## src/rtl/dtd_pkg.sv

```systemverilog
`default_nettype none
package dtd_pkg;

  localparam int unsigned CH_BITS    = 2;
  localparam int unsigned RAW_BITS   = 32;
  localparam int unsigned VAL_BITS   = 26;
  localparam int unsigned CNT_BITS   = 32;
  localparam int unsigned PER_BITS   = 16;
  localparam int unsigned NUM_STAT   = 5;
  localparam int unsigned DIV_STEPS  = VAL_BITS;
  localparam int unsigned STEP_BITS  = $clog2(DIV_STEPS);
  localparam int unsigned IN_BITS    = 40;
  localparam int unsigned OUT_BITS   = 72;

  // eRPM numerator: microseconds per minute
  localparam logic [VAL_BITS-1:0] ERPM_NUM    = 26'd60000000;
  localparam logic [PER_BITS-1:0] PERIOD_STOP = 16'hff80;

  typedef enum logic [2:0] {
    STAT_OK        = 3'd0,
    STAT_TIMEOUT   = 3'd1,
    STAT_BAD_CODE  = 3'd2,
    STAT_BAD_CHECK = 3'd3,
    STAT_BAD_KIND  = 3'd4
  } dtd_status_e;

  typedef enum logic [1:0] {
    KIND_ERPM    = 2'd0,
    KIND_TEMP    = 2'd1,
    KIND_VOLTAGE = 2'd2,
    KIND_CURRENT = 2'd3
  } dtd_kind_e;

  typedef enum logic [1:0] {
    BK_IDLE,
    BK_DIV,
    BK_DONE
  } dtd_state_e;

  // classified request handed from the front end to the back end
  typedef struct packed {
    logic [CH_BITS-1:0]  channel;
    dtd_status_e         status;
    dtd_kind_e           kind;
    logic [VAL_BITS-1:0] value;
    logic                need_div;
    logic [PER_BITS-1:0] period;
  } dtd_item_t;

  // GCR 5b -> 4b; bit 4 set when the code is valid
  function automatic logic [4:0] gcr_decode(input logic [4:0] code);
    logic [4:0] res;
    case (code)
      5'h09: res = 5'h19;
      5'h0a: res = 5'h1a;
      5'h0b: res = 5'h1b;
      5'h0d: res = 5'h1d;
      5'h0e: res = 5'h1e;
      5'h0f: res = 5'h1f;
      5'h12: res = 5'h12;
      5'h13: res = 5'h13;
      5'h15: res = 5'h15;
      5'h16: res = 5'h16;
      5'h17: res = 5'h17;
      5'h19: res = 5'h10;
      5'h1a: res = 5'h18;
      5'h1b: res = 5'h11;
      5'h1d: res = 5'h14;
      5'h1e: res = 5'h1c;
      default: res = 5'h00;
    endcase
    return res;
  endfunction

endpackage
`default_nettype wire

```

## src/rtl/dtd_front.sv

```systemverilog
`default_nettype none
module dtd_front import dtd_pkg::*; (
  input  wire logic                s_axis_tvalid_i,
  input  wire logic [IN_BITS-1:0]  s_axis_tdata_i,
  output logic                     s_axis_tready_o,
  input  wire logic                full_i,
  output logic                     push_o,
  output dtd_item_t                item_o
);

  logic [CH_BITS-1:0]  channel;
  logic [RAW_BITS-1:0] raw;
  logic [19:0]         tw;
  logic [4:0]          d3, d2, d1, d0;
  logic [15:0]         frame;
  logic                code_ok;
  logic                crc_ok;
  logic [3:0]          ftype;
  logic [2:0]          expo;
  logic [8:0]          mant;
  logic [PER_BITS-1:0] period;

  assign channel = s_axis_tdata_i[CH_BITS-1:0];
  assign raw     = s_axis_tdata_i[CH_BITS +: RAW_BITS];

  // transitions of the sampled line; only the low 20 bits carry the frame
  assign tw = raw[19:0] ^ raw[20:1];
  assign d3 = gcr_decode(tw[19:15]);
  assign d2 = gcr_decode(tw[14:10]);
  assign d1 = gcr_decode(tw[9:5]);
  assign d0 = gcr_decode(tw[4:0]);

  assign code_ok = d3[4] & d2[4] & d1[4] & d0[4];
  assign frame   = {d3[3:0], d2[3:0], d1[3:0], d0[3:0]};
  assign crc_ok  = ~(frame[7:4] ^ frame[11:8] ^ frame[15:12]) == frame[3:0];
  assign ftype   = frame[15:12];
  assign expo    = frame[15:13];
  assign mant    = frame[12:4];
  assign period  = PER_BITS'({7'd0, mant} << expo);

  always_comb begin
    item_o          = '0;
    item_o.channel  = channel;
    item_o.status   = STAT_OK;
    item_o.kind     = KIND_ERPM;
    if (raw == '0) begin
      item_o.status = STAT_TIMEOUT;
    end else if (!code_ok) begin
      item_o.status = STAT_BAD_CODE;
    end else if (!crc_ok) begin
      item_o.status = STAT_BAD_CHECK;
    end else if (ftype[3] && !ftype[0]) begin
      item_o.status = STAT_BAD_KIND;
    end else if (ftype == 4'h2) begin
      item_o.kind  = KIND_TEMP;
      item_o.value = VAL_BITS'(mant);
    end else if (ftype == 4'h4) begin
      item_o.kind  = KIND_VOLTAGE;
      item_o.value = VAL_BITS'(mant[8:2]);
    end else if (ftype == 4'h6) begin
      item_o.kind  = KIND_CURRENT;
      item_o.value = VAL_BITS'(mant);
    end else begin
      item_o.period   = period;
      item_o.need_div = (period != '0) && (period != PERIOD_STOP);
    end
  end

  assign s_axis_tready_o = !full_i;
  assign push_o          = s_axis_tvalid_i && !full_i;

endmodule
`default_nettype wire

```

## src/rtl/dtd_fifo.sv

```systemverilog
`default_nettype none
module dtd_fifo import dtd_pkg::*; (
  input  wire logic      clk_i,
  input  wire logic      rst_ni,
  input  wire logic      push_i,
  input  wire dtd_item_t item_i,
  output logic           full_o,
  input  wire logic      pop_i,
  output logic           avail_o,
  output dtd_item_t      item_o
);

  dtd_item_t  mem_q [0:1];
  logic       wr_ptr_q, wr_ptr_d;
  logic       rd_ptr_q, rd_ptr_d;
  logic [1:0] fill_q, fill_d;

  assign full_o  = fill_q == 2'd2;
  assign avail_o = fill_q != 2'd0;
  assign item_o  = mem_q[rd_ptr_q];

  always_comb begin
    wr_ptr_d = wr_ptr_q ^ push_i;
    rd_ptr_d = rd_ptr_q ^ pop_i;
    fill_d   = fill_q + {1'b0, push_i} - {1'b0, pop_i};
  end

  always_ff @(posedge clk_i or negedge rst_ni) begin
    if (!rst_ni) begin
      wr_ptr_q <= 1'b0;
      rd_ptr_q <= 1'b0;
      fill_q   <= 2'd0;
    end else begin
      wr_ptr_q <= wr_ptr_d;
      rd_ptr_q <= rd_ptr_d;
      fill_q   <= fill_d;
    end
  end

  always_ff @(posedge clk_i) begin
    if (push_i) begin
      mem_q[wr_ptr_q] <= item_i;
    end
  end

endmodule
`default_nettype wire

```

## src/rtl/dtd_back.sv

```systemverilog
`default_nettype none
module dtd_back import dtd_pkg::*; #(
  parameter int unsigned CHANNELS = 4
) (
  input  wire logic                clk_i,
  input  wire logic                rst_ni,
  input  wire logic                avail_i,
  input  wire dtd_item_t           item_i,
  output logic                     pop_o,
  output logic                     m_axis_tvalid_o,
  input  wire logic                m_axis_tready_i,
  output logic [OUT_BITS-1:0]      m_axis_tdata_o
);

  localparam int unsigned CH_W = (CHANNELS > 1) ? $clog2(CHANNELS) : 1;

  dtd_state_e          state_q, state_d;
  dtd_item_t           item_q;
  logic [VAL_BITS-1:0] div_q, div_d;
  logic [PER_BITS:0]   rem_q, rem_d;
  logic [STEP_BITS-1:0] step_q, step_d;
  logic [CNT_BITS-1:0] counts_q [0:NUM_STAT-1][0:CHANNELS-1];
  logic                out_vld_q, out_vld_d;
  logic [OUT_BITS-1:0] out_q;
  logic                load;
  logic [PER_BITS:0]   rem_sh;
  logic                ge;
  logic [4:0]          ch_ext;
  logic                ch_ok;
  logic [CH_W-1:0]     ch_idx;
  logic [CNT_BITS-1:0] cnt_inc;
  logic [CNT_BITS-1:0] cnt_out;
  logic [VAL_BITS-1:0] value;

  // one restoring division step per cycle
  assign rem_sh = {rem_q[PER_BITS-1:0], div_q[VAL_BITS-1]};
  assign ge     = rem_sh >= {1'b0, item_q.period};

  assign ch_ext  = {3'd0, item_q.channel};
  assign ch_ok   = ch_ext < 5'(CHANNELS);
  assign ch_idx  = ch_ext[CH_W-1:0];
  assign cnt_inc = counts_q[item_q.status][ch_idx] + 1'b1;
  assign cnt_out = ch_ok ? cnt_inc : '0;
  assign value   = item_q.need_div ? div_q : item_q.value;

  always_comb begin
    state_d   = state_q;
    div_d     = div_q;
    rem_d     = rem_q;
    step_d    = step_q;
    pop_o     = 1'b0;
    load      = 1'b0;
    out_vld_d = out_vld_q && !m_axis_tready_i;
    case (state_q)
      BK_IDLE: begin
        if (avail_i) begin
          pop_o   = 1'b1;
          div_d   = ERPM_NUM;
          rem_d   = '0;
          step_d  = '0;
          state_d = item_i.need_div ? BK_DIV : BK_DONE;
        end
      end
      BK_DIV: begin
        rem_d  = ge ? (rem_sh - {1'b0, item_q.period}) : rem_sh;
        div_d  = {div_q[VAL_BITS-2:0], ge};
        step_d = step_q + 1'b1;
        if (step_q == STEP_BITS'(DIV_STEPS - 1)) begin
          state_d = BK_DONE;
        end
      end
      BK_DONE: begin
        if (!out_vld_q || m_axis_tready_i) begin
          load      = 1'b1;
          out_vld_d = 1'b1;
          state_d   = BK_IDLE;
        end
      end
      default: state_d = BK_IDLE;
    endcase
  end

  always_ff @(posedge clk_i or negedge rst_ni) begin
    if (!rst_ni) begin
      state_q   <= BK_IDLE;
      out_vld_q <= 1'b0;
    end else begin
      state_q   <= state_d;
      out_vld_q <= out_vld_d;
    end
  end

  always_ff @(posedge clk_i) begin
    div_q  <= div_d;
    rem_q  <= rem_d;
    step_q <= step_d;
    if (pop_o) begin
      item_q <= item_i;
    end
    if (load) begin
      out_q <= {7'd0, cnt_out, value, item_q.kind, item_q.status, item_q.channel};
    end
  end

  always_ff @(posedge clk_i or negedge rst_ni) begin
    if (!rst_ni) begin
      for (int s = 0; s < NUM_STAT; s++) begin
        for (int c = 0; c < CHANNELS; c++) begin
          counts_q[s][c] <= '0;
        end
      end
    end else if (load && ch_ok) begin
      counts_q[item_q.status][ch_idx] <= cnt_inc;
    end
  end

  assign m_axis_tvalid_o = out_vld_q;
  assign m_axis_tdata_o  = out_q;

endmodule
`default_nettype wire

```

## src/rtl/dshot_telemetry_decoder_top.sv

```systemverilog
// Path: a request is decoded as it is accepted and written into the queue; the back end
//   pops it, runs an eRPM reply that needs it through the divide and registers the result.
// Flow: the back end works on one request at a time and pops the next only after the last
//   result is loaded; the 26-step radix-2 divider in the back end handles the eRPM divide.
// Reset: rst_ni asynchronous, active low; clears the queue, back-end state and
//   all per-channel event counters at once.
`default_nettype none
module dshot_telemetry_decoder_top import dtd_pkg::*; #(
  parameter int unsigned CHANNELS = 4
) (
  input  wire logic                clk_i,
  input  wire logic                rst_ni,
  // request: [1:0] channel, [33:2] raw_word, [39:34] zero
  input  wire logic                s_axis_tvalid_i,
  output logic                     s_axis_tready_o,
  input  wire logic [IN_BITS-1:0]  s_axis_tdata_i,
  // result: [1:0] channel_out, [4:2] status, [6:5] telemetry_kind,
  //         [32:7] telemetry_value, [64:33] event_count, [71:65] zero
  output logic                     m_axis_tvalid_o,
  input  wire logic                m_axis_tready_i,
  output logic [OUT_BITS-1:0]      m_axis_tdata_o
);

  // Front end: GCR decode, CRC check and type classification, all in
  // the accept cycle; the classified request goes straight into the queue.
  dtd_item_t push_item;
  dtd_item_t pop_item;
  logic      push;
  logic      pop;
  logic      full;
  logic      avail;

  dtd_front u_front (
    .s_axis_tvalid_i (s_axis_tvalid_i),
    .s_axis_tdata_i  (s_axis_tdata_i),
    .s_axis_tready_o (s_axis_tready_o),
    .full_i          (full),
    .push_o          (push),
    .item_o          (push_item)
  );

  // Two-entry queue so the front end keeps taking requests while the
  // back end divides or waits on a stalled output.
  dtd_fifo u_fifo (
    .clk_i   (clk_i),
    .rst_ni  (rst_ni),
    .push_i  (push),
    .item_i  (push_item),
    .full_o  (full),
    .pop_i   (pop),
    .avail_o (avail),
    .item_o  (pop_item)
  );

  // Back end: eRPM divide, counter bump and the registered result stage.
  dtd_back #(
    .CHANNELS (CHANNELS)
  ) u_back (
    .clk_i           (clk_i),
    .rst_ni          (rst_ni),
    .avail_i         (avail),
    .item_i          (pop_item),
    .pop_o           (pop),
    .m_axis_tvalid_o (m_axis_tvalid_o),
    .m_axis_tready_i (m_axis_tready_i),
    .m_axis_tdata_o  (m_axis_tdata_o)
  );

endmodule
`default_nettype wire

```

## config.mk

```make
export PLATFORM = sky130hd
export DESIGN_NAME = dshot_telemetry_decoder_top
export DESIGN_NICKNAME = d
export VERILOG_FILES = /design/src/rtl/dtd_pkg.sv /design/src/rtl/dtd_front.sv /design/src/rtl/dtd_fifo.sv /design/src/rtl/dtd_back.sv /design/src/rtl/dshot_telemetry_decoder_top.sv
export SDC_FILE = /design/constraint.sdc
export NUM_CORES = 2
export LEC_CHECK = 0
export BUFFER_PORTS_ARGS = -buffer_cell sky130_fd_sc_hd__buf_4
export CORE_MARGIN = 2
export CORE_UTILIZATION = 45
export DETAILED_ROUTE_END_ITERATION = 7
export PLACE_DENSITY = 0.7
export SETUP_SLACK_MARGIN = 0.02
export SLEW_MARGIN = 25
export SYNTH_ARGS = -nofsm -noshare
export SYNTH_HDL_FRONTEND = slang
export SYNTH_SLANG_ARGS = --single-unit
```

## constraint.sdc

```tcl
create_clock -name clk_i -period 8.1 [get_ports clk_i]
set_input_delay 1.215 -clock clk_i [delete_from_list [all_inputs] [get_ports clk_i]]
set_output_delay 1.215 -clock clk_i [all_outputs]
set_load 0.1 [all_outputs]
```

Yosys cells after proc, flatten, opt, wreduce, memory -nomap -nowiden:

Memory sizes are Yosys's and may differ from the RTL's.
Index checks and enable logic that the tools add are counted.

* add/subtract/negate cells: 5
* order comparisons: 6
* eq/ne operators: 12
* shifts and indexed selects: 1
* mux-type cells: 46
* bitwise operators: 11
* reductions and logical operators: 19

Operators by type and width (number)
* bitwise mux 640 bit: 1
* binary-select mux 128 bit (select 3 bit): 1
* demux 128 bit (select 3 bit): 1
* 2-to-1 mux 128 bit: 3
* 2-to-1 mux 45 bit: 4
* 2-to-1 mux 32 bit: 3
* 2-to-1 mux 28 bit: 3
* binary-select mux 32 bit (select 2 bit): 1
* demux 32 bit (select 2 bit): 1
* 2-to-1 mux 26 bit: 2
* case mux 26 bit (2 select lines): 1
* 2-to-1 mux 17 bit: 3
* adder 32 x 1 -> 32 bit (second input constant): 1
* logical NOT 32 bit: 1
* 2-to-1 mux 16 bit: 2
* case mux 16 bit (2 select lines): 1
* bitwise XOR 20 bit: 1
* greater-or-equal comparator 17 x 16 -> 1 bit: 1
* inequality test 16 bit (second input constant): 1
* nonzero test 16 bit: 1
* << shifter 9 x 3 -> 16 bit: 1
* subtractor 16 bit: 1
* 2-to-1 mux 3 bit: 4
* case mux 5 bit (2 select lines): 1
* other kinds (33): 60

* flip-flop bits (word level): 809
* memory bits (writable): 100
* memory bits (read-only): 640
* input bits: 44
* output and inout port bits: 74
* logic and storage cells: 141
* memories kept: 5

Memories
* (name not given): depth 32, width 5, rd ports 1, clocked after Yosys merged registers in 0, write ports 0, RTL line dtd_pkg.sv:53 `case (code)`
* (name not given): depth 32, width 5, rd ports 1, clocked after Yosys merged registers in 0, write ports 0, RTL line dtd_pkg.sv:53
* (name not given): depth 32, width 5, rd ports 1, clocked after Yosys merged registers in 0, write ports 0, RTL line dtd_pkg.sv:53
* (name not given): depth 32, width 5, rd ports 1, clocked after Yosys merged registers in 0, write ports 0, RTL line dtd_pkg.sv:53
* u_fifo.mem_q: depth 2, width 50, rd ports 1, clocked after Yosys merged registers in 0, write ports 1, RTL line dtd_fifo.sv:13 `dtd_item_t mem_q [0:1];`

Depth between registers and ports, before layout:

An unclocked memory read counts as a cell.

* depth in word-level cells: 12
* depth in mapped cells: 18
* depth with buffers taken out: 13

Modules after synthesis:

A second synthesis with hierarchy kept.

* cells, all modules: 3968
* area total of the unflattened synthesis: 44498.9 µm²

Modules (own cells, without submodules)
* dtd_back: times used 1, cells an instance 3494, area each 38284.2 µm², sequential area each 20955.1 µm²
* dtd_fifo: times used 1, cells an instance 172, area each 4071.4 µm², sequential area each 3103.0 µm²
* dtd_front: times used 1, cells an instance 302, area each 2143.3 µm², sequential area each 0.0 µm²

Worst setup path after synthesis:

Ideal clock, no wire load.

* kind: input to register
* start: input s_axis_tdata_i[8]
* end: memory u_fifo.mem_q[0][2] in the netlist's numbering (data pin)
* setup time: 0.197 ns
* data arrival time: 4.007 ns
* required time: 7.903 ns
* slack: 3.896 ns
* cell stages on the path: 14
* buffers on the path: 2
* path through: inv_1 ha_1 ha_1 nor2b_1 mux2_2 or2_2 clkbuf_1 xnor2_1 xnor2_1 and4_1 nand3b_1 o21bai_1 clkbuf_1 nor4_1

RTL lines
* from (decl): RTL line dshot_telemetry_decoder_top.sv:16 `input wire logic [IN_BITS-1:0] s_axis_tdata_i,`
* to (decl): RTL line dtd_fifo.sv:13

Worst setup path after layout:

* start: register u_back.item_q[47] in the netlist's numbering
* end: register u_back.out_q[62] (netlist: u_back.m_axis_tdata_o[62]) (data pin)

* longest elaborated chain between the ends: 8

Ends and longest elaborated chain
* from (decl): RTL line dtd_back.sv:18 `dtd_item_t item_q;`
* from (signal assigned): RTL line dtd_back.sv:98 `item_q <= item_i;`
* inverter 3 -> 4 bit (not written as such): RTL line dtd_back.sv:42 `assign cnt_inc = counts_q[item_q.status][ch_idx] + 1'b1;`
* binary-select mux 128 bit (select 3 bit): RTL line dtd_back.sv:42
* 2-to-1 mux 128 bit (not written as such) (2 in a row): RTL line dtd_back.sv:42
* binary-select mux 32 bit (select 2 bit): RTL line dtd_back.sv:42
* 2-to-1 mux 32 bit (not written as such) (2 in a row): RTL line dtd_back.sv:42
* adder 32 x 1 -> 32 bit: RTL line dtd_back.sv:42
* net u_back.cnt_inc[29]: RTL line dtd_back.sv:31 `logic [CNT_BITS-1:0] cnt_inc;`
* to (signal assigned): RTL line dtd_back.sv:101 `out_q <= {7'd0, cnt_out, value, item_q.kind, item_q.status, item_q.channel};`
* to (decl): RTL line dtd_back.sv:24 `logic [OUT_BITS-1:0] out_q;`

The timed path passes the listed nets, and every way through them passes these cells. The select of a mux whose other input is x is not followed.
A chain may end at the register's enable or synchronous reset.

==> results.toml <==
[min_path]
worstHoldPathCells = 0
min_from = "u_back.item_q[44]"
min_to = "u_back.m_axis_tdata_o[6]"
hold_class = "reg -> reg"

[grt]
grt_pass1_vias = 28339
grt_usage_pct = 23.55
antenna_found_initial = 1
grt_start_max_net_pins = 179
grt_pass1_wl_um = 171000
grt_remaining_overflow = 0

[critical_path]
arrival_ns = 6.07
rr_worst_depth = 11
timing.rr.end = "u_back.m_axis_tdata_o[62]"
critPathLaunchType = "flip-flop"
critPathKind = "reg -> reg"
cp_cell_sequence = "buf_4, inv_2, buf_4, a22oi_1, o221a_2, nor4_2, nand2_1, nor3_4, nand2_1, o31a_1, nor2_1"
crit_path_max_fanout = 38
critPathRequiredTime_ns = 8.58
reg2reg_from = "u_back.item_q[47]"
slowest_delay_ns = 0.77
worstSetupEndpointType = "flip-flop"
cp_num_buf_inv = 3
cp_top_family = "simple AND/OR/NAND/NOR gates"
slowest_stage = "edfxtp_1"
r2r_slack_ns = 2.51

[pwr]
pwr_density_cell_nw_per_um2 = 383.1
p_clk_share_pct = 23.4
leakage_nw = 19.71
p_sw_mw = 7.034
swShare_pct = 40.29
power.share.sequential_pct = 37.4
p_comb_share_pct = 39.2
ir_drop_uv = 256.7
p_int_mw = 10.43

[clocking]
numCtsBuffers = 89
cts.sinks = 858
ctsResizeCount = 0
insertion_delay_ns = 0.67
path_clk_slew_ns = 0.06
root_buffer = "clkbuf_16"
cts_tree = "yes"
h-tree-depth = 3
clock_path_buffers = 3
postCtsHoldBufs = 0
post-cts-setup-buffers = 0

[synthesis]
synth_top_area_share_pct = 39.57
synth_cell_type_count = 97
yosysWarnings = 0
synthTopCellsByArea = "dfrtp_1, edfxtp_1, mux2_2"
ys_ff_latch = 858
async_flop_share_pct = 75.41
synth_cells = 3742
ys_seq_area_share_pct = 55.06
synth_flop_cell = "dfrtp_1"
synth_area_per_cell_um2 = 10.93
synth-edff-count = 211
synth_area_um2 = 40920
synth_largest_area_cell = "dfrtp_1"

[layout]
layout_common_cells = "dfrtp_1, nand2_1, o21ai_0"
drive_gt1_share_pct = 18.35
finalNonFillerCells = 4960
final_common_cell = "dfrtp_1"
fillers = 7939
nNetsFinal = 3802
area_growth_pct = 11.40

[timing]
post-route-min-period_ns = 5.594
finalSetupViolCount = 0
setup_tns_ns = 0
worst_slack_ns = 2.506
worst_pin_slew_ns = 1.134
max-slew-margin-rel_pct = 24.39
finalMaxSlewViolations = 0
fmax_mhz = 178.8
hold_ws_ns = 0.4267
rsz0062_at_grt = "no"
hold_violations = 0
fin_crit_sh_pct = 69.06
skew_ns = 0.03701

[placement]
io_buffer_count = 104
post-place-ws_ns = 2.673
gp_routability_congestion = 0.8851
hpwl_um = 65750
dp.cells = 4794

[floorplanning]
num_rows = 110
ioPinCount = 118
start_util_pct = 45.46
die_y_um = 305.5
die_w_um = 305.5
coreArea_um2 = 90010
die_area_um2 = 93350

[routing]
vias = 29175
drcViolationCount = 0
drt_iter0_drc = 2861
via_per_inst = 5.882
antenna_left = 0
drt-pass1-iter-count = 8
postRouteWirelength_um = 110500
wl_per_cell_um = 22.28

[run]
cap_violations = 0

[status]
status = "finished clean"
worst max path at each step:
stage | startpoint | endpoint | slack, ns | cells after the start
global route | u_back.item_q[47] | u_back.counts_q[253] | 2.35 | 11
finish | u_back.item_q[47] | u_back.m_axis_tdata_o[62] | 2.51 | 11
CTS | u_back.item_q[47] | u_back.counts_q[350] | 2.66 | 14
detailed placement | u_back.item_q[47] | u_back.counts_q[350] | 2.67 | 14
global placement | u_back.item_q[47] | u_back.counts_q[222] | 2.72 | 14
floorplan | s_axis_tdata_i[8] | u_fifo.mem_q[0][2] | 3.90 | 14
worst register-to-register path: stages, from the launching register on:
cell,delay [ns]
edfxtp_1,0.77
buf_4,0.45
inv_2,0.43
buf_4,0.60
a22oi_1,0.18
o221a_2,0.28
nor4_2,0.47
nand2_1,0.21
nor3_4,0.51
nand2_1,0.53
o31a_1,0.71
nor2_1,0.30
through the flow:
step	area, um2	power [mW]	util, %
after floorplan	40950	11.37	-
after global placement	42580	13.22	47.30
after detailed placement	42580	13.36	47.31
after CTS	45520	17.47	50.57
after global routing	45580	18.34	50.64
final	45580	17.46	50.64
synth_stat cells (39+ instances only):
master    count
nand3_1      44
dfrtp_1     647
and2_1       39
nand2b_1     44
o21ai_0     429
clkbuf_1    221
a21oi_1     111
edfxtp_1    211
o31ai_1     108
inv_1        80
a22oi_1      39
xnor2_1      43
ha_1         46
mux2i_1     152
mux2_2      244
nor2_1      118
nand2_1     572
buf_2        53
metal layers:
| layer | global-route usage, % | wire length (um) | vias to the layer above |
|---|---|---|---|
| li1 | - | - | 13293 |
| met1 | 31.61 | 47280 | 14582 |
| met2 | 38.01 | 52000 | 1061 |
| met3 | 4.347 | 7253 | 239 |
| met4 | 9.153 | 4001 | 0 |
| met5 | 0 | 0 | - |
cell type report:
class                           count  area [um2]  share of cell area (%)
Timing Repair Buffer              205        1652                   3.623
Inverter                           82       309.0                  0.6780
Clock buffer                      130        2575                   5.649
Multi-Input combinational cell   2475       16680                   36.60
Clock inverter                     33       361.6                  0.7933
Tap cell                         1176        1471                   3.228
Sequential cell                   858       22530                   49.42
Antenna cell                        1       2.502                0.005490
cells by family after synthesis:
kind of cell,after synthesis,synth area share (%)
other,1,0.009165
muxes,421,11.81
and+or+nand+nor,1003,11.29
buffers and inverters,417,4.667
adders and majority gates,47,1.456
xor gates and xnor gates,68,1.523
AOI/OAI and AO/OA,927,14.19
DFF,858,55.06
state kept, by name (all words and copies together), names as in the netlist, 2 cells and up:
signal and flops:
u_back.counts_q 640, u_back.state_q 2, u_back.item_q 31, u_fifo.mem_q 66, u_back.div_q 26, u_back.rem_q 16, u_back.ch_idx 2, u_back.step_q 5
u_back.m_axis_tdata_o 65, u_fifo.fill_q 2
power groups by stage:
stage                     clock [mW]  sequential [mW]  combinational [mW]
after floorplan                    0             7.22                4.15
after global placement             0             6.54                6.68
after detailed placement           0             6.59                6.77
after CTS                       4.16             6.52                6.79
after global routing            4.34             6.67                7.33
final                           4.09             6.53                6.84
No activity file was read; power rests on OpenSTA's default activity.
